===== src/rtl/gww_pkg.sv =====
// Shared types and constants of the greedy word wrap block.
package gww_pkg;

  localparam int CHAR_W       = 8;
  localparam int CFG_W        = 6;
  localparam int MAX_LINE_DEF = 32;

  localparam logic [CHAR_W-1:0] SPACE_CHAR    = 8'd32;
  localparam logic [CHAR_W-1:0] NUL_CHAR      = 8'd0;
  localparam logic [CFG_W-1:0]  LINE_WIDTH_RST = 6'd32;

  typedef enum logic [2:0] {
    ST_IDLE,
    ST_EMIT_RD,
    ST_EMIT_OUT,
    ST_EMPTY_OUT,
    ST_SHIFT_RD,
    ST_SHIFT_WR,
    ST_APPEND,
    ST_FLUSH
  } state_e;

  typedef enum logic [1:0] {
    WRAP_SPACE,
    WRAP_SPLIT,
    WRAP_HARD
  } wrap_e;

endpackage


===== src/rtl/gww_if.sv =====
// Request channel interfaces: text bytes in, line characters out.
interface gww_in_if;
  import gww_pkg::*;
  logic              valid;
  logic              ready;
  logic [CHAR_W-1:0] char_in;
  logic              text_end;

  modport source (output valid, output char_in, output text_end, input ready);
  modport sink (input valid, input char_in, input text_end, output ready);
endinterface

interface gww_out_if;
  import gww_pkg::*;
  logic              valid;
  logic              ready;
  logic [CHAR_W-1:0] char_out;
  logic              char_valid;
  logic              line_end;
  logic              text_done;

  modport source (output valid, output char_out, output char_valid, output line_end,
                  output text_done, input ready);
  modport sink (input valid, input char_out, input char_valid, input line_end,
                input text_done, output ready);
endinterface


===== src/rtl/gww_line_buf.sv =====
// Line buffer memory: one write port, one read port with registered data.
module gww_line_buf #(
  parameter int Depth = gww_pkg::MAX_LINE_DEF,
  parameter int AW    = $clog2(Depth)
) (
  input  logic                      clk_i,
  input  logic                      we_i,
  input  logic [AW-1:0]             waddr_i,
  input  logic [gww_pkg::CHAR_W-1:0] wdata_i,
  input  logic [AW-1:0]             raddr_i,
  output logic [gww_pkg::CHAR_W-1:0] rdata_o
);
  import gww_pkg::*;

  logic [CHAR_W-1:0] mem [Depth];
  logic [CHAR_W-1:0] rdata_q;

  always_ff @(posedge clk_i) begin
    if (we_i) begin
      mem[waddr_i] <= wdata_i;
    end
  end

  always_ff @(posedge clk_i) begin
    rdata_q <= mem[raddr_i];
  end

  assign rdata_o = rdata_q;

endmodule


===== src/rtl/greedy_word_wrap.sv =====
// Greedy word wrap: buffers text bytes and emits wrapped lines one character per request.
// Timing: a byte that only lands in the buffer is stored as it is taken; a wrap or flush
//   emits each character through a memory read state, then the output register.
// Splitting at a space copies the tail to the line start (a read, then a write state
//   per byte), then the append state stores the new byte; input waits until idle again.
// Reset: fill count, space tracking and width (32) clear at once; buffer contents
//   are not cleared since only entries below the fill count are ever read.
module greedy_word_wrap #(
  parameter int MaxLine = gww_pkg::MAX_LINE_DEF
) (
  input  logic                     clk_i,
  input  logic                     rst_ni,
  input  logic                     cfg_we_i,
  input  logic [gww_pkg::CFG_W-1:0] cfg_wdata_i,
  gww_in_if.sink                   text_i,
  gww_out_if.source                line_o
);
  import gww_pkg::*;

  localparam int AW = $clog2(MaxLine);      // buffer index
  localparam int CW = $clog2(MaxLine + 1);  // fill count, holds MaxLine itself

  // Control state
  state_e         state_q, state_d;
  logic [CFG_W-1:0] lw_q;
  logic [CW-1:0]  fill_q, fill_d;
  logic [AW-1:0]  sp_q, sp_d;
  logic           seen_q, seen_d;
  logic           out_valid_q;

  // Per-request working registers
  logic [CHAR_W-1:0] char_q, char_d;
  logic              end_q, end_d;
  wrap_e             kind_q, kind_d;
  logic [CW-1:0]     len_q, len_d;
  logic [AW-1:0]     idx_q, idx_d;
  logic              flush_q, flush_d;

  // Output register payload
  logic [CHAR_W-1:0] oc_q, oc_d;
  logic              ov_q, ov_d, ole_q, ole_d, odone_q, odone_d;
  logic              out_load;

  // Memory port
  logic              mem_we;
  logic [AW-1:0]     mem_waddr, mem_raddr;
  logic [CHAR_W-1:0] mem_wdata, mem_rdata;

  logic [CW-1:0] eff_w;
  logic          full, in_acc, out_free, emit_last, shift_last;
  logic [AW-1:0] shift_src;
  logic [CW-1:0] rest;

  gww_line_buf #(.Depth(MaxLine), .AW(AW)) u_buf (
    .clk_i   (clk_i),
    .we_i    (mem_we),
    .waddr_i (mem_waddr),
    .wdata_i (mem_wdata),
    .raddr_i (mem_raddr),
    .rdata_o (mem_rdata)
  );

  // Width clamp: 0 acts as 1, anything above the buffer size as the buffer size.
  always_comb begin
    if (lw_q == '0) begin
      eff_w = CW'(1);
    end else if ({1'b0, lw_q} > 7'(MaxLine)) begin
      eff_w = CW'(MaxLine);
    end else begin
      eff_w = lw_q[CW-1:0];
    end
  end

  assign full       = fill_q >= eff_w;
  assign in_acc     = text_i.valid && text_i.ready;
  assign out_free   = !out_valid_q || line_o.ready;
  assign emit_last  = (CW'(idx_q) + CW'(1)) == len_q;
  assign shift_src  = sp_q + AW'(1) + idx_q;
  assign shift_last = (CW'(idx_q) + CW'(1)) == fill_q;
  assign rest       = fill_q - CW'(sp_q) - CW'(1);  // tail length after the last space

  assign text_i.ready = (state_q == ST_IDLE);

  // Next state
  always_comb begin
    state_d = state_q;
    case (state_q)
      ST_IDLE: begin
        if (in_acc) begin
          if (full) begin
            if (text_i.char_in != SPACE_CHAR && seen_q && sp_q == '0) begin
              state_d = ST_EMPTY_OUT;  // last space is the first character
            end else begin
              state_d = ST_EMIT_RD;
            end
          end else if (text_i.text_end) begin
            state_d = ST_FLUSH;
          end
        end
      end
      ST_EMIT_RD: state_d = ST_EMIT_OUT;
      ST_EMIT_OUT, ST_EMPTY_OUT: begin
        if (out_free && (state_q == ST_EMPTY_OUT || emit_last)) begin
          if (flush_q) begin
            state_d = ST_IDLE;
          end else begin
            case (kind_q)
              WRAP_SPACE: state_d = end_q ? ST_FLUSH : ST_IDLE;
              WRAP_SPLIT: state_d = (rest != '0) ? ST_SHIFT_RD : ST_APPEND;
              default:    state_d = ST_APPEND;
            endcase
          end
        end else if (out_free) begin
          state_d = ST_EMIT_RD;
        end
      end
      ST_SHIFT_RD: state_d = ST_SHIFT_WR;
      ST_SHIFT_WR: state_d = shift_last ? ST_APPEND : ST_SHIFT_RD;
      ST_APPEND:   state_d = end_q ? ST_FLUSH : ST_IDLE;
      ST_FLUSH:    state_d = (fill_q == '0) ? ST_EMPTY_OUT : ST_EMIT_RD;
      default:     state_d = ST_IDLE;
    endcase
  end

  // Datapath and outputs
  always_comb begin
    fill_d    = fill_q;
    sp_d      = sp_q;
    seen_d    = seen_q;
    char_d    = char_q;
    end_d     = end_q;
    kind_d    = kind_q;
    len_d     = len_q;
    idx_d     = idx_q;
    flush_d   = flush_q;
    oc_d      = oc_q;
    ov_d      = ov_q;
    ole_d     = ole_q;
    odone_d   = odone_q;
    out_load  = 1'b0;
    mem_we    = 1'b0;
    mem_waddr = fill_q[AW-1:0];
    mem_wdata = char_q;
    mem_raddr = idx_q;
    case (state_q)
      ST_IDLE: begin
        if (in_acc) begin
          char_d  = text_i.char_in;
          end_d   = text_i.text_end;
          idx_d   = '0;
          flush_d = 1'b0;
          if (full) begin
            if (text_i.char_in == SPACE_CHAR) begin
              kind_d = WRAP_SPACE;
              len_d  = fill_q;
            end else if (seen_q) begin
              kind_d = WRAP_SPLIT;
              len_d  = CW'(sp_q);
            end else begin
              kind_d = WRAP_HARD;
              len_d  = fill_q;
            end
          end else begin
            // plain store at the end of the line
            mem_we    = 1'b1;
            mem_wdata = text_i.char_in;
            fill_d    = fill_q + CW'(1);
            if (text_i.char_in == SPACE_CHAR) begin
              sp_d   = fill_q[AW-1:0];
              seen_d = 1'b1;
            end
          end
        end
      end
      ST_EMIT_OUT, ST_EMPTY_OUT: begin
        if (out_free) begin
          out_load = 1'b1;
          if (state_q == ST_EMPTY_OUT) begin
            oc_d    = NUL_CHAR;
            ov_d    = 1'b0;
            ole_d   = 1'b1;
            odone_d = flush_q;
          end else begin
            oc_d    = mem_rdata;
            ov_d    = 1'b1;
            ole_d   = emit_last;
            odone_d = flush_q && emit_last;
          end
          if (state_q == ST_EMPTY_OUT || emit_last) begin
            idx_d = '0;
            if (flush_q || kind_q != WRAP_SPLIT) begin
              fill_d = '0;
              sp_d   = '0;
              seen_d = 1'b0;
            end else begin
              // keep sp_q: the tail copy reads from just past it
              fill_d = rest;
              seen_d = 1'b0;
            end
          end else begin
            idx_d = idx_q + AW'(1);
          end
        end
      end
      ST_SHIFT_RD: mem_raddr = shift_src;
      ST_SHIFT_WR: begin
        mem_we    = 1'b1;
        mem_waddr = idx_q;
        mem_wdata = mem_rdata;
        idx_d     = shift_last ? '0 : idx_q + AW'(1);
      end
      ST_APPEND: begin
        // the line now holds only a space-free tail, so the space tracking restarts here
        mem_we = 1'b1;
        fill_d = fill_q + CW'(1);
        if (char_q == SPACE_CHAR) begin
          sp_d   = fill_q[AW-1:0];
          seen_d = 1'b1;
        end else begin
          sp_d   = '0;
          seen_d = 1'b0;
        end
      end
      ST_FLUSH: begin
        flush_d = 1'b1;
        len_d   = fill_q;
        idx_d   = '0;
      end
      default: ;
    endcase
  end

  always_ff @(posedge clk_i or negedge rst_ni) begin
    if (!rst_ni) begin
      state_q     <= ST_IDLE;
      lw_q        <= LINE_WIDTH_RST;
      fill_q      <= '0;
      sp_q        <= '0;
      seen_q      <= 1'b0;
      out_valid_q <= 1'b0;
      flush_q     <= 1'b0;
      idx_q       <= '0;
    end else begin
      state_q <= state_d;
      fill_q  <= fill_d;
      sp_q    <= sp_d;
      seen_q  <= seen_d;
      flush_q <= flush_d;
      idx_q   <= idx_d;
      if (cfg_we_i) begin
        lw_q <= cfg_wdata_i;
      end
      if (out_load) begin
        out_valid_q <= 1'b1;
      end else if (line_o.ready) begin
        out_valid_q <= 1'b0;
      end
    end
  end

  // Payload registers, no reset
  always_ff @(posedge clk_i) begin
    char_q  <= char_d;
    end_q   <= end_d;
    kind_q  <= kind_d;
    len_q   <= len_d;
    oc_q    <= oc_d;
    ov_q    <= ov_d;
    ole_q   <= ole_d;
    odone_q <= odone_d;
  end

  assign line_o.valid      = out_valid_q;
  assign line_o.char_out   = oc_q;
  assign line_o.char_valid = ov_q;
  assign line_o.line_end   = ole_q;
  assign line_o.text_done  = odone_q;

  // Fill count never passes the buffer size.
  assert property (@(posedge clk_i) disable iff (!rst_ni) fill_q <= CW'(MaxLine))
    else $error("fill count beyond buffer size");

  // A tracked space always lies inside the buffered line.
  assert property (@(posedge clk_i) disable iff (!rst_ni) seen_q |-> (CW'(sp_q) < fill_q))
    else $error("space position outside the line");

  // The tail copy always reads ahead of where it writes.
  assert property (@(posedge clk_i) disable iff (!rst_ni)
                   (state_q == ST_SHIFT_RD) |-> (shift_src > idx_q))
    else $error("tail copy source not ahead of destination");

  // No result is produced in the cycle a new byte is taken.
  assert property (@(posedge clk_i) disable iff (!rst_ni) in_acc |-> !out_load)
    else $error("output load while accepting a byte");

endmodule


===== src/flat_wrapper.sv =====
// flat-port wrapper written by rule: the top's interface ports become plain ports
module greedy_word_wrap_flat import gww_pkg::*;
#(
  parameter int MaxLine = gww_pkg::MAX_LINE_DEF
)
  (clk_i, rst_ni, cfg_we_i, cfg_wdata_i, text_i_valid, text_i_char_in, text_i_text_end, text_i_ready, line_o_valid, line_o_char_out, line_o_char_valid, line_o_line_end, line_o_text_done, line_o_ready);
  gww_in_if text_i_i ();
  gww_out_if line_o_i ();
  input  logic clk_i;
  input  logic rst_ni;
  input  logic cfg_we_i;
  input  logic [gww_pkg::CFG_W-1:0] cfg_wdata_i;
  input wire logic [$bits(text_i_i.valid)-1:0] text_i_valid;
  input wire logic [$bits(text_i_i.char_in)-1:0] text_i_char_in;
  input wire logic [$bits(text_i_i.text_end)-1:0] text_i_text_end;
  output wire logic [$bits(text_i_i.ready)-1:0] text_i_ready;
  output wire logic [$bits(line_o_i.valid)-1:0] line_o_valid;
  output wire logic [$bits(line_o_i.char_out)-1:0] line_o_char_out;
  output wire logic [$bits(line_o_i.char_valid)-1:0] line_o_char_valid;
  output wire logic [$bits(line_o_i.line_end)-1:0] line_o_line_end;
  output wire logic [$bits(line_o_i.text_done)-1:0] line_o_text_done;
  input wire logic [$bits(line_o_i.ready)-1:0] line_o_ready;
  assign text_i_i.valid = text_i_valid;
  assign text_i_i.char_in = text_i_char_in;
  assign text_i_i.text_end = text_i_text_end;
  assign text_i_ready = text_i_i.ready;
  assign line_o_valid = line_o_i.valid;
  assign line_o_char_out = line_o_i.char_out;
  assign line_o_char_valid = line_o_i.char_valid;
  assign line_o_line_end = line_o_i.line_end;
  assign line_o_text_done = line_o_i.text_done;
  assign line_o_i.ready = line_o_ready;
  greedy_word_wrap #(.MaxLine(MaxLine)) u_core (.clk_i(clk_i), .rst_ni(rst_ni), .cfg_we_i(cfg_we_i), .cfg_wdata_i(cfg_wdata_i), .text_i(text_i_i), .line_o(line_o_i));
endmodule

===== config.mk =====
export PLATFORM = sky130hd
export DESIGN_NAME = greedy_word_wrap_flat
export DESIGN_NICKNAME = d
export VERILOG_FILES = /design/src/rtl/gww_pkg.sv /design/src/rtl/gww_if.sv /design/src/rtl/gww_line_buf.sv /design/src/rtl/greedy_word_wrap.sv /design/src/flat_wrapper.sv
export SDC_FILE = /design/constraint.sdc
export NUM_CORES = 1
export LEC_CHECK = 0
export BUFFER_PORTS_ARGS = -buffer_cell sky130_fd_sc_hd__buf_2
export CELL_PAD_IN_SITES_DETAIL_PLACEMENT = 2
export CELL_PAD_IN_SITES_GLOBAL_PLACEMENT = 2
export CORE_ASPECT_RATIO = 2
export CORE_MARGIN = 1.5
export CORE_UTILIZATION = 38
export CTS_BUF_LIST = sky130_fd_sc_hd__clkbuf_16
export DETAILED_ROUTE_END_ITERATION = 8
export PLACE_DENSITY_LB_ADDON = 0.12
export SYNTH_ARGS = -nofsm -noshare
export SYNTH_HDL_FRONTEND = slang
export SYNTH_SLANG_ARGS = --single-unit

===== constraint.sdc =====
create_clock -name clk_i -period 3 [get_ports clk_i]
set_clock_uncertainty 0.2 [all_clocks]
set_input_delay 0.6 -clock clk_i [delete_from_list [all_inputs] [get_ports clk_i]]
set_output_delay 0.6 -clock clk_i [all_outputs]
set_load 0.05 [all_outputs]

[Word-level counts from Yosys, hierarchy flattened]
Memories as Yosys holds them, arrays and structs flattened. A register that Yosys moved wholly into a read port is not among the register bits.
Cells that the tools add are included.
Word-level totals
  input port bits: 20
  logic and storage cells: 145
  flip-flop bits (word level): 56
  ROM bits: 0
  bits in writable memories: 256
  output and inout bits: 13
  bits in latches: 0
  memories: 1
Cells by class
  order comparisons: 2
  multipliers: 0
  add/subtract/negate cells: 7
  shift-type cells: 0
  div/mod/pow operators: 0
  reductions and logical operators: 31
  muxes and demuxes: 65
  eq/ne operators: 23
  bitwise logic cells: 0
Memories
  u_core.u_buf.mem: words 32, bits a word 8, rd ports 1, clocked after Yosys merged registers in 1, wr ports 1, RTL line gww_line_buf.sv:15  | logic [CHAR_W-1:0] mem [Depth];
Operators with widths (number)
  $mux W6: 11
  $mux W5: 13
  $mux W3: 7
  $pmux W3 S7: 1
  $pmux W5 S4: 1
  $pmux W6 S3: 1
  $mux W1: 17
  $eq A8 B6 Y1 const B: 2
  $mux W8: 2
  $pmux W8 S2: 1
  $pmux W5 S3: 1
  $eq A3 B3 Y1 const B: 4
  $eq A6 B6 Y1: 2
  $logic_not A6 Y1: 2
  $pmux W6 S2: 1
  $reduce_and A3 Y1: 4
  $add A5 B1 Y5 const B: 2
  $mux W2: 5
  $ne A2 B1 Y1 const B: 4
  $ne A2 B2 Y1 const B: 4
  $ne A8 B6 Y1 const B: 1
  $reduce_and A7 Y1: 1
  $add A5 B1 Y6 const B: 1
  $add A6 B1 Y6 const B: 1
  27 further kinds: 39

[Logic depth before layout (Yosys ltp)]
Gate-level depths: netlist of the first run.
  depth after elaboration: 9
  mapped depth: 13
  mapped depth without buffers: 11

[By module]
A second synthesis of the first run with hierarchy kept.
Unflattened totals
  cell total of the unflattened synthesis: 809
  area, all modules: 13792.0 µm²
By module, submodules not included
  gww_line_buf: cells an instance 417, area each 10053.4 µm², times used 1, sequential area each 7847.5 µm²
  greedy_word_wrap: cells an instance 392, area each 3738.6 µm², times used 1, sequential area each 1542.7 µm²

[Worst setup path before layout of the first run]
No wires, ideal clock.
  path kind: register to register
  start point: reg u_core.state_q[0]
  end point: mem u_core.u_buf.mem[10][0], enable pin
  buffers on the path: 2
  cell stages (with the launch flop): 9
  slack: -724 ps
  arrival time: 3154 ps
  clock period less this slack: 3724 ps
  setup time: 370 ps
  cell sequence: dfrtp_1 > buf_6 > nor3_1 > nand2_1 > a211oi_1 > a31oi_1 > a2bb2oi_1 > clkbuf_1 > nor2_1
On the way
  longest elaborated chain between the ends: 6
Ends and longest elaborated chain
  from (decl): RTL line greedy_word_wrap.sv:24  | state_e state_q, state_d;
  from (signal assigned): RTL line greedy_word_wrap.sv:244  | state_q <= state_d;
  $logic_not A3 Y1 (*): RTL line greedy_word_wrap.sv:82  | assign text_i.ready = (state_q == ST_IDLE);
  named net text_i_ready: RTL line flat_wrapper.sv:16  | output wire logic [$bits(text_i_i.ready)-1:0] text_i_ready;
  $logic_and A1 B1 Y1: RTL line greedy_word_wrap.sv:75  | assign in_acc = text_i.valid && text_i.ready;
  $mux W1: RTL line greedy_word_wrap.sv:147  | if (in_acc) begin
  $pmux W1 S2 (*): RTL line greedy_word_wrap.sv:145  | case (state_q)
  $mux W1 (*): RTL line gww_line_buf.sv:19  | if (we_i) begin
  $mux W1 (implied by the code) (*): RTL line gww_line_buf.sv:20  | mem[waddr_i] <= wdata_i;
  to (decl): RTL line gww_line_buf.sv:15
The timed path passes the listed nets; every way through them passes the cells marked *.

[Worst setup path after layout of the first run]
  start point: reg u_core.idx_q[0]
  end point: reg u_core.u_buf.rdata_q[4] (netlist: u_core.u_buf.rdata_o[4]) (read register of u_core.u_buf.mem)
On the way
  longest elaborated chain between the ends: 2
Ends and longest elaborated chain
  from (decl): RTL line greedy_word_wrap.sv:36  | logic [AW-1:0] idx_q, idx_d;
  from (signal assigned): RTL line greedy_word_wrap.sv:249  | idx_q <= idx_d;
  $add A5 B5 Y5: RTL line greedy_word_wrap.sv:78  | assign shift_src = sp_q + AW'(1) + idx_q;
  $mux W5 (*): RTL line greedy_word_wrap.sv:145
  to (decl): RTL line gww_line_buf.sv:16  | logic [CHAR_W-1:0] rdata_q;
Mark *: on every way between the ends. The rest lies on a longest branch, timed or not.
A chain may end at the register's enable or synchronous reset.

==> metrics, run 1 <==
status=finished with violations; failing checks=negative setup slack; Remaining DRCs=0; global placement routability congestion=0.8240; Worst Path Arrival=3.82 ns; drt via density=6.171; row count=100; WP data required=3.33 ns; multi-input logic area=0.006381 sq mm; die width=140.5 um; largest net degree at the start of global routing=34; height of the die=277.9 um; most common cell after layout, fill and taps aside=edfxtp_1; prevailing post-synth register cell=edfxtp_1; first-pass GRT wire length=85.21 mm; critical path type=reg2reg; CTS sink count=320; Hold Crit Class=in2reg; synthesized flop and latch total=320; largest family of logic cells by synthesized area=simple AND/OR/NAND/NOR gates; vias in the first global route=12,080; Remaining Overflow, GRT=0; CTS tree=done; P&R area growth vs syn=44.69%; io pins=33; mux cell area share after synthesis=7.450%; overall power=0.02309 W; CTS Buf Count=29; Synth Cell Area=0.01436 sq mm; Fin Hold WS=0.04111 ns; crit path capture type=register; post-route minimum period=3.489 ns; CTS Buffer Depth=3; Global Route Usage Sum=30.72%; DR WL/cell=37.44 um; Max Freq=286.6 MHz; reg2reg path depth=14; hpwl dp=37.07 mm; FF/Latch Area=0.009390 sq mm; count of synthesis-stage warnings from yosys=0; Mean Syn Cell Area=12.97 sq um; share of cells above drive strength 1=40.01%; leakage power=7.310 nW; final core utilization=55.72%; peak supply drop=0.7049 mV; fin nets=1,396; DP Worst Slack=-0.8545 ns; CP Launch Type=register; CTS H-Tree Depth=1; worst slew pin tran=1.127 ns; Clock transition at path regs=0.08 ns; Fin. Hold Viols=0; Vias=11,350; post-synthesis sequential area ratio=65.39%; unrepaired setup endpoints after global routing=yes; Initial DRT Pass Iterations=5; syn_nets=1,147; compound-gate portion of the synthesized area=8.591%; commonest non-fill, non-tap cells in the layout=284 x edfxtp_1, 163 x nand2_1, 133 x buf_4, 59 x buf_12, 47 x nand3_1; Filler cells=3,414; Iteration-0 DRC Markers=761; Post-Synth Simple-Gate Area=12.40%; core area=0.03729 sq mm; worst skew pair latency=0.59 ns; crit path max fanout=15; relative slew slack=24.22%; Root Buffer Master=clkbuf_16; final setup TNS=-144.04 ns; Post-Synth XOR/XNOR Area=1.333%; Initial Utilization=38.51%; fin crit share=116.3%; post-route setup slack=-0.4888 ns; initial antenna violation count=3; Final Max Tran Viols=0; max_cap viols=0; DIE AREA=0.03904 sq mm; Post-Synthesis Cells=1,107; endpoints failing setup=526; PD cells=1111 mW/mm^2; DRT Wirelength=68.86 mm; Port Buffer Count=32; hold path depth=3; Post-synth EDFFs=284; Post-Synth Adder-Cell Area=1.847%; post-synth cell types=62; ys async rst share=8.750%; post-route antenna net violation count=0
-- stage by stage --
stage               cell area, sq um  cells
finish                         20780   1839
CTS                            19340   1792
global route                   20770   1836
detailed placement             16380   1684
global placement               16380   1684
floorplan                      14590   1107
-- worst paths after layout --
kind	startpoint	end	slack (ns)
max	u_core.idx_q[0]$_DFFE_PN0P_	u_core.u_buf.rdata_o[4]$_DFF_P_	-0.49
min	cfg_wdata_i[5]	u_core.lw_q[5]$_DFFE_PN1P_	0.04
max reg2reg	u_core.idx_q[0]$_DFFE_PN0P_	u_core.u_buf.rdata_o[4]$_DFF_P_	-0.49
min reg2reg	u_core.lw_q[0]$_DFFE_PN0P_	u_core.lw_q[0]$_DFFE_PN0P_	0.31
max in group asynchronous	rst_ni	u_core.sp_q[2]$_DFFE_PN0P_	1.67
min in group asynchronous	rst_ni	u_core.idx_q[4]$_DFFE_PN0P_	0.42
-- cell families (layout without fill, tap and decap cells) --
group	count (synthesis)	after routing
XOR/XNOR	21	21
AND/OR/NAND/NOR	381	381
other	0	3
buffers and inverters	88	357
flip-flops	320	320
multiplexers	102	102
AO/OA/AOI/OAI	175	176
adder cells (fa/ha/maj)	20	20
-- cell usage after synthesis, types with 4 or more instances --
library cell	instances	area (sq um)
and3_1	18	112.6
and4_1	9	78.83
nand2_1	179	671.9
dfxtp_1	8	160.2
nand3_1	48	240.2
nor3_1	11	55.05
inv_1	20	75.07
a21o_1	8	60.06
ha_1	18	225.2
and2_1	10	62.56
xor2_1	9	78.83
nand4_1	17	106.4
o31ai_1	5	37.54
xnor2_1	11	96.34
nor4_1	14	87.58
clkbuf_1	41	153.9
nand2b_1	4	25.02
buf_4	6	45.04
a31oi_1	18	112.6
buf_2	12	60.06
mux2i_1	63	630.6
buf_6	6	67.56
o21ai_0	23	115.1
a2111oi_0	32	280.3
o32a_1	8	80.08
dfrtp_1	27	675.7
nor2b_1	5	31.28
a21oi_1	40	200.2
nor2_1	49	183.9
a22oi_1	9	67.56
o211ai_1	4	30.03
mux2_2	39	439.2
nand3b_1	5	37.54
edfxtp_1	284	8528
-- registers in the layout, summed over array words and instances (netlist names), 2 cells and up --
name                    count
u_core.u_buf.mem          256
u_core.state_q              3
u_core.len_q                6
u_core.line_o.char_out      8
u_core.char_q               8
u_core.sp_q                 5
u_core.u_buf.rdata_o        8
u_core.fill_q               6
u_core.kind_q               2
u_core.idx_q                5
u_core.lw_q                 6
-- critical path: stages (launching register included) --
cell	delay, ns
dfrtp_1	0.37
inv_2	0.06
ha_4	0.16
fa_2	0.36
buf_4	0.14
buf_4	0.12
buf_4	0.13
xor2_2	0.19
o21a_1	0.24
nand2_1	0.20
buf_8	0.30
a2111oi_2	0.09
buf_4	0.19
nor4_1	0.40
and4_1	0.26
-- power by group --
| group | internal (W) | switching [W] | leakage (nW) |
|---|---|---|---|
| Clock | 0.00229 | 0.00193 | 0.492 |
| Sequential | 0.00599 | 0.000387 | 2.98 |
| Combinational | 0.00465 | 0.00784 | 3.84 |
| Total | 0.0129 | 0.0102 | 7.31 |
-- timing repair --
action / 4_1_cts / 5_1_grt
setup buffers: 57 / 29
resized for setup: 233 / 157
pin swaps: 49 / 67
hold buffers: 1 / 0
gates cloned: 3 / 23
endpoints found under the hold margin: 27 / 0
setup endpoints to repair: 532 / 540
-- per-layer routing --
layer / GRT usage, % / up-vias / share of wire [%] / wire (um)
li1: - / 4705 / - / -
met1: 29.82 / 5954 / 32 / 21990
met2: 61.12 / 442 / 54 / 37480
met3: 2.969 / 247 / 3.8 / 2595
met4: 18.22 / 0 / 9.9 / 6791
met5: 0 / - / 0 / 0
-- layout make-up --
class / count / area share [%]
diodes: 3 / 0.03613
clock buffers: 29 / 3.493
clock inverters: 23 / 1.331
inverters: 20 / 0.3613
multi-input cells: 700 / 30.71
flip-flops and latches: 320 / 45.19
well taps: 459 / 2.764
repair buffers: 285 / 16.11
Power figures use the tool's default switching activity.
==> run 2, diff against run 1 <==
Settings changed: ABC_AREA set to 1, CORE_UTILIZATION 38 to 37.
==> metrics, run 2 <==
Layout Cells excl Fill=2,255; Synth Cell Area=0.01516 sq mm; ys async rst share=8.750%; logic gate share of total power=50.3%; most frequent CP cell=nand2_1; switching share of total power=44.90%; post-synthesis sequential area ratio=61.94%; prevailing post-synth register cell=edfxtp_1; P&R area growth vs syn=22.60%; multi-input logic area=0.004850 sq mm; FF/Latch Area=0.009392 sq mm; leakage power=7.849 nW; Pint=0.01163 W; failing checks=negative setup slack; Fin. Hold Viols=0; height of the die=289.3 um; synth top area cells=edfxtp_1 56%, nand2_1 13%, nand3_1 6.0%; hpwl dp=39.15 mm; syn_nets=1,605; Worst Path Arrival=3.27 ns; DRT Wirelength=56.47 mm; Post-synth EDFFs=284; largest net degree at the start of global routing=96; Synth area leader=edfxtp_1; crit path max fanout=32; peak supply drop=0.6051 mV; worst skew pair latency=0.60 ns; worst slew pin tran=0.7718 ns; Antenna Cells=0; CP Launch Type=register; switching pwr=0.009476 W; Filler cells=4,296; CTS sink count=320; crit-path cells=nor3_2 > nand3_1 > nand2_1 > nand2_2 > ha_4 > nand2_1 > a21oi_1 > nor2_1 > nand3_2 > inv_2 > nand2_4 > buf_4 > o21ai_0 > o211ai_1 > buf_12; Remaining DRCs=0; Top Family by Delay on Critical Path=simple AND/OR/NAND/NOR gates; post-route antenna net violation count=0; share of power burned in registers=30.4%; endpoints failing setup=397; commonest non-fill, non-tap cells in the layout=542 x nand2_1, 284 x edfxtp_1, 173 x inv_1, 167 x nand3_1, 74 x buf_4; post-synth cell types=46; Max Freq=315.4 MHz; fin nets=1,741; clock share of power=19.4%; row count=104; global placement routability congestion=0.8548; synthesized flop and latch total=320; post-route minimum period=3.170 ns; critical path type=reg2reg; CTS Buf Count=30; Max stage delay on crit path=0.40 ns; Fin Hold WS=0.03012 ns; most common cell after layout, fill and taps aside=nand2_1; final core utilization=46.08%; share of cells above drive strength 1=18.03%; Remaining Overflow, GRT=0; relative slew slack=48.55%; max_cap viols=0; Mean Syn Cell Area=9.687 sq um; CTS tree=done; overall power=0.02111 W; Hold Crit Class=in2reg; DIE AREA=0.04227 sq mm; Root Buffer Master=clkbuf_16; Post-synth top cells=545 x nand2_1, 284 x edfxtp_1, 195 x inv_1; DR WL/cell=25.04 um; vias in the first global route=13,230; Final Max Tran Viols=0; placed insts=2,176; design area=0.01859 sq mm; Iteration-0 DRC Markers=618; Global Route Usage Sum=26.16%; Port Buffer Count=32; share of the synthesized area in the top cell type=56.25%; PD cells=1136 mW/mm^2; WP data required=3.10 ns; count of synthesis-stage warnings from yosys=0; crit path capture type=register; CTS Buffer Depth=3; post-route setup slack=-0.1704 ns; drt via density=5.215; Initial Utilization=37.58%; Most flops, register=u_core.u_buf.mem; io pins=33; first-pass GRT wire length=80.48 mm; die width=146.1 um; Clock transition at path regs=0.07 ns; unrepaired setup endpoints after global routing=yes; Buf+Inv Stages, Crit Path=3; Placed Area=0.01708 sq mm; core area=0.04034 sq mm; most numerous cell in the Yosys netlist=nand2_1; fin crit share=105.7%; status=finished with violations; initial antenna violation count=0; Slowest-stage cell, CP=dfrtp_1; max reg flops=256; Post-Synthesis Cells=1,565; Initial DRT Pass Iterations=4; CTS H-Tree Depth=1; Vias=11,760
==> run 2: final timing paths <==
path	startpoint	end	slack [ns]	cells after the start
worst max-delay path	u_core.lw_q[3]$_DFFE_PN0P_	u_core.u_buf.mem[13][7]$_DFFE_PP_	-0.17	15
worst min-delay path	cfg_wdata_i[5]	u_core.lw_q[5]$_DFFE_PN1P_	0.03	3
worst max register to register	u_core.lw_q[3]$_DFFE_PN0P_	u_core.u_buf.mem[13][7]$_DFFE_PP_	-0.17	15
worst min register to register	u_core.sp_q[0]$_DFFE_PN0P_	u_core.sp_q[0]$_DFFE_PN0P_	0.32	2
max in group asynchronous	rst_ni	u_core.state_q[2]$_DFFE_PN0P_	1.65	2
min in group asynchronous	rst_ni	u_core.lw_q[2]$_DFFE_PN0P_	0.42	2
==> run 2: cells by family after synthesis <==
kind of cell / share of synthesized area (%)
buffers and inverters: 7.304
multiplexers: 0.2228
adder cells (fa/ha/maj): 1.750
flip-flops: 61.94
AO/OA/AOI/OAI: 5.010
AND/OR/NAND/NOR: 23.66
XOR/XNOR: 0.1156
==> run 2: power groups by stage <==
stage               registers (W)  logic, W  clock network (W)
CTS                       0.00640    0.0100            0.00414
finish                    0.00641    0.0106            0.00408
global route              0.00644    0.0114            0.00429
floorplan                 0.00665   0.00500                  0
detailed placement        0.00649   0.00970                  0
global placement          0.00647   0.00940                  0
==> run 2: layout make-up <==
cell class | instances | area share, %
Clock buffer | 31 | 4.174
Clock inverter | 25 | 1.414
Inverter | 201 | 4.079
Multi-Input combinational cell | 980 | 26.09
Sequential cell | 320 | 50.53
Tap cell | 530 | 3.568
Timing Repair Buffer | 168 | 10.14
==> run 2: metal layers <==
| metal | vias to the layer above | global-route usage [%] | routed length [um] |
|---|---|---|---|
| met5 | - | 0 | 0 |
| met4 | 0 | 17.60 | 4516 |
| met3 | 146 | 2.173 | 1164 |
| met2 | 198 | 55.15 | 33410 |
| met1 | 5943 | 22.52 | 17380 |
| li1 | 5473 | - | - |
==> run 2: worst reg2reg max path, cell delays in order (launching register included) <==
cell	delay (ns)
dfrtp_1	0.40
nor3_2	0.20
nand3_1	0.13
nand2_1	0.13
nand2_2	0.08
ha_4	0.22
nand2_1	0.08
a21oi_1	0.10
nor2_1	0.14
nand3_2	0.12
inv_2	0.12
nand2_4	0.08
buf_4	0.17
o21ai_0	0.23
o211ai_1	0.23
buf_12	0.24
==> run 2: repair_timing <==
item                                    in CTS  in global routing
setup buffers                                5                  8
hold buffers                                 3                  0
gates resized for setup                     15                 71
endpoints found under the setup margin     481                450
cloned                                       2                  8
endpoints found under the hold margin       29                  0
pin swaps                                    3                 10
==> run 2: through the flow <==
step / setup TNS (ns) / setup WS [ns]
finish: -24.18 / -0.1704
detailed placement: -16.02 / -0.1143
global placement: 0 / 0.05698
CTS: 0 / 0.001845
global route: -76.17 / -0.2651
floorplan: -16.12 / -0.1649
==> run 3, diff against run 2 <==
Settings changed: CORE_UTILIZATION 37 to 38.
Clock period 3 ns to 3.5 ns, I/O delays scaled along.
==> metrics, run 3 (synthesis gave the netlist of run 2 again) <==
share of cells above drive strength 1=11.06%; crit-path cells=nor3_1 > nand3_1 > nand2_1 > nand2_1 > ha_1 > inv_1 > nor2_1 > o21ai_0 > nand3_1 > inv_1 > nand2_1 > buf_4 > a21oi_1 > o21ai_0 > o211ai_1 > buf_6; CTS H-Tree Depth=1; Final Max Tran Viols=0; crit path max fanout=32; CTS Buf Count=29; io pins=33; CTS sink count=320; most common cell after layout, fill and taps aside=nand2_1; DIE AREA=0.04118 sq mm; Reg-to-Reg Start=u_core.lw_q[3]$_DFFE_PN0P_; die width=144.2 um; met2 Use GR=54.23%; core area=0.03944 sq mm; Slowest-stage cell, CP=dfrtp_1; commonest non-fill, non-tap cells in the layout=545 x nand2_1, 284 x edfxtp_1, 185 x inv_1, 183 x nand3_1, 53 x nor2_1; GR Util met1=24.04%; row count=103; fin nets=1,655; Hold Crit Class=in2async; Vias=11,270; CTS Buffer Depth=3; GRT Max-Usage Layer=met2; WP data required=3.64 ns; largest net degree at the start of global routing=66; Max stage delay on crit path=0.39 ns; relative slew slack=49.71%; first-pass GRT wire length=78.26 mm; Initial Utilization=38.44%; Port Buffer Count=32; most frequent CP cell=nand2_1; hpwl dp=38.69 mm; Remaining DRCs=0; DR WL/cell=24.33 um; initial antenna violation count=0; CP Launch Type=register; crit path capture type=register; r2r endpoint=u_core.u_buf.mem[6][2]$_DFFE_PP_; Fin Hold WS=-0.01000 ns; drt via density=5.213; Global Route Usage Sum=26.45%; post-route minimum period=3.306 ns; Clock transition at path regs=0.06 ns; fin crit share=94.45%; failing checks=negative hold slack; reg2reg path depth=16; Layout Cells excl Fill=2,161; Worst Path Arrival=3.45 ns; Remaining Overflow, GRT=0; Iteration-0 DRC Markers=529; crit path from=u_core.lw_q[3]$_DFFE_PN0P_; post-route antenna net violation count=0; P&R area growth vs syn=13.31%; Root Buffer Master=clkbuf_16; PD cells=971.9 mW/mm^2; leakage power=7.252 nW; Most flops, register=u_core.u_buf.mem; reg2reg setup slack=0.19 ns; critical path type=reg2reg; Initial DRT Pass Iterations=4; DRT Wirelength=52.58 mm; endpoints failing setup=0; max_cap viols=0; unrepaired setup endpoints after global routing=no; worst slew pin tran=0.7543 ns; worst skew pair latency=0.57 ns; CTS tree=done; vias in the first global route=12,810; peak supply drop=0.5324 mV; height of the die=285.5 um; global placement routability congestion=0.8642; met3 usage=1.808%; Antenna Cells=0; Max Freq=302.5 MHz; max reg flops=256; status=finished with violations; placed insts=2,109; Fin. Hold Viols=11
[run 3: cell count changes in the layout (fill, tap and decap cells not counted), moves of 6 or more]
cell | previous run | this run
inv_1 | 173 | 185
clkinv_1 | 1 | 7
clkbuf_16 | 37 | 30
buf_4 | 74 | 36
buf_12 | 44 | 7
nand3_1 | 167 | 183
inv_2 | 28 | 17
nand3_2 | 15 | 0
[run 3: routing by layer]
metal / share of wire, % / vias up
met2: 60 / 182
met1: 32 / 5667
met4: 6.8 / 0
met5: 0 / -
met3: 1.7 / 118
li1: - / 5298
[run 3: power by group]
part | switching [W] | internal [W] | total [W] | leakage, nW
clock | 0.00145 | 0.00180 | 0.00325 | 0.473
combinational | 0.00584 | 0.00210 | 0.00795 | 3.78
sequential | 0.000240 | 0.00526 | 0.00550 | 3.00
[run 3: timing repair]
| item | CTS | global route |
|---|---|---|
| endpoints found under the setup margin | 30 | 289 |
| gates resized for setup | 1 | 28 |
| pin swaps | 0 | 0 |
| hold buffers | 0 | 0 |
| endpoints found under the hold margin | 0 | 0 |
| buffers inserted | 0 | 0 |
[run 3: metrics by stage]
| stage | area [sq um] | power, W | setup WS, ns | utilization, % | setup TNS (ns) |
|---|---|---|---|---|---|
| after floorplan | 15160 | 0.009971 | -0.3083 | - | -29.59 |
| after global placement | 16140 | 0.01311 | 0.2660 | 40.94 | 0 |
| after detailed placement | 16140 | 0.01342 | 0.02304 | 40.94 | 0 |
| after CTS | 17090 | 0.01671 | 0.007997 | 43.33 | 0 |
| after global routing | 17180 | 0.01754 | 0.001394 | 43.56 | 0 |
| final | 17180 | 0.01670 | 0.1943 | 43.56 | 0 |
[run 3: area by class of cell]
cell class,count,area (sq um)
Clock buffer,29,725.7
Clock inverter,23,215.2
Fill cell,4264,22260
Inverter,201,762.0
Multi-Input combinational cell,980,4712
Sequential cell,320,9390
Tap cell,525,656.9
Timing Repair Buffer,83,716.9
[run 3: how the worst max path moves through the flow]
stage                     cells after the start  slack (ns)                           endpoint
after CTS                                    16       0.008  u_core.u_buf.mem[22][7]$_DFFE_PP_
final                                        16        0.19   u_core.u_buf.mem[6][2]$_DFFE_PP_
after detailed placement                     16        0.02   u_core.u_buf.mem[0][6]$_DFFE_PP_
after floorplan                              13       -0.31   u_core.u_buf.mem[0][0]$_DFFE_PP_
after global placement                       16        0.27  u_core.u_buf.mem[23][6]$_DFFE_PP_
after global routing                         16       0.001   u_core.u_buf.mem[6][2]$_DFFE_PP_
[run 3: worst max-delay path: cells and delay by family, from the launching register on]
family          cells  cell delay, ns
simple gates        7            0.83
buf+inv             4            0.73
compound gates      4            0.56
flops               1            0.39
fa+ha+maj           1            0.29
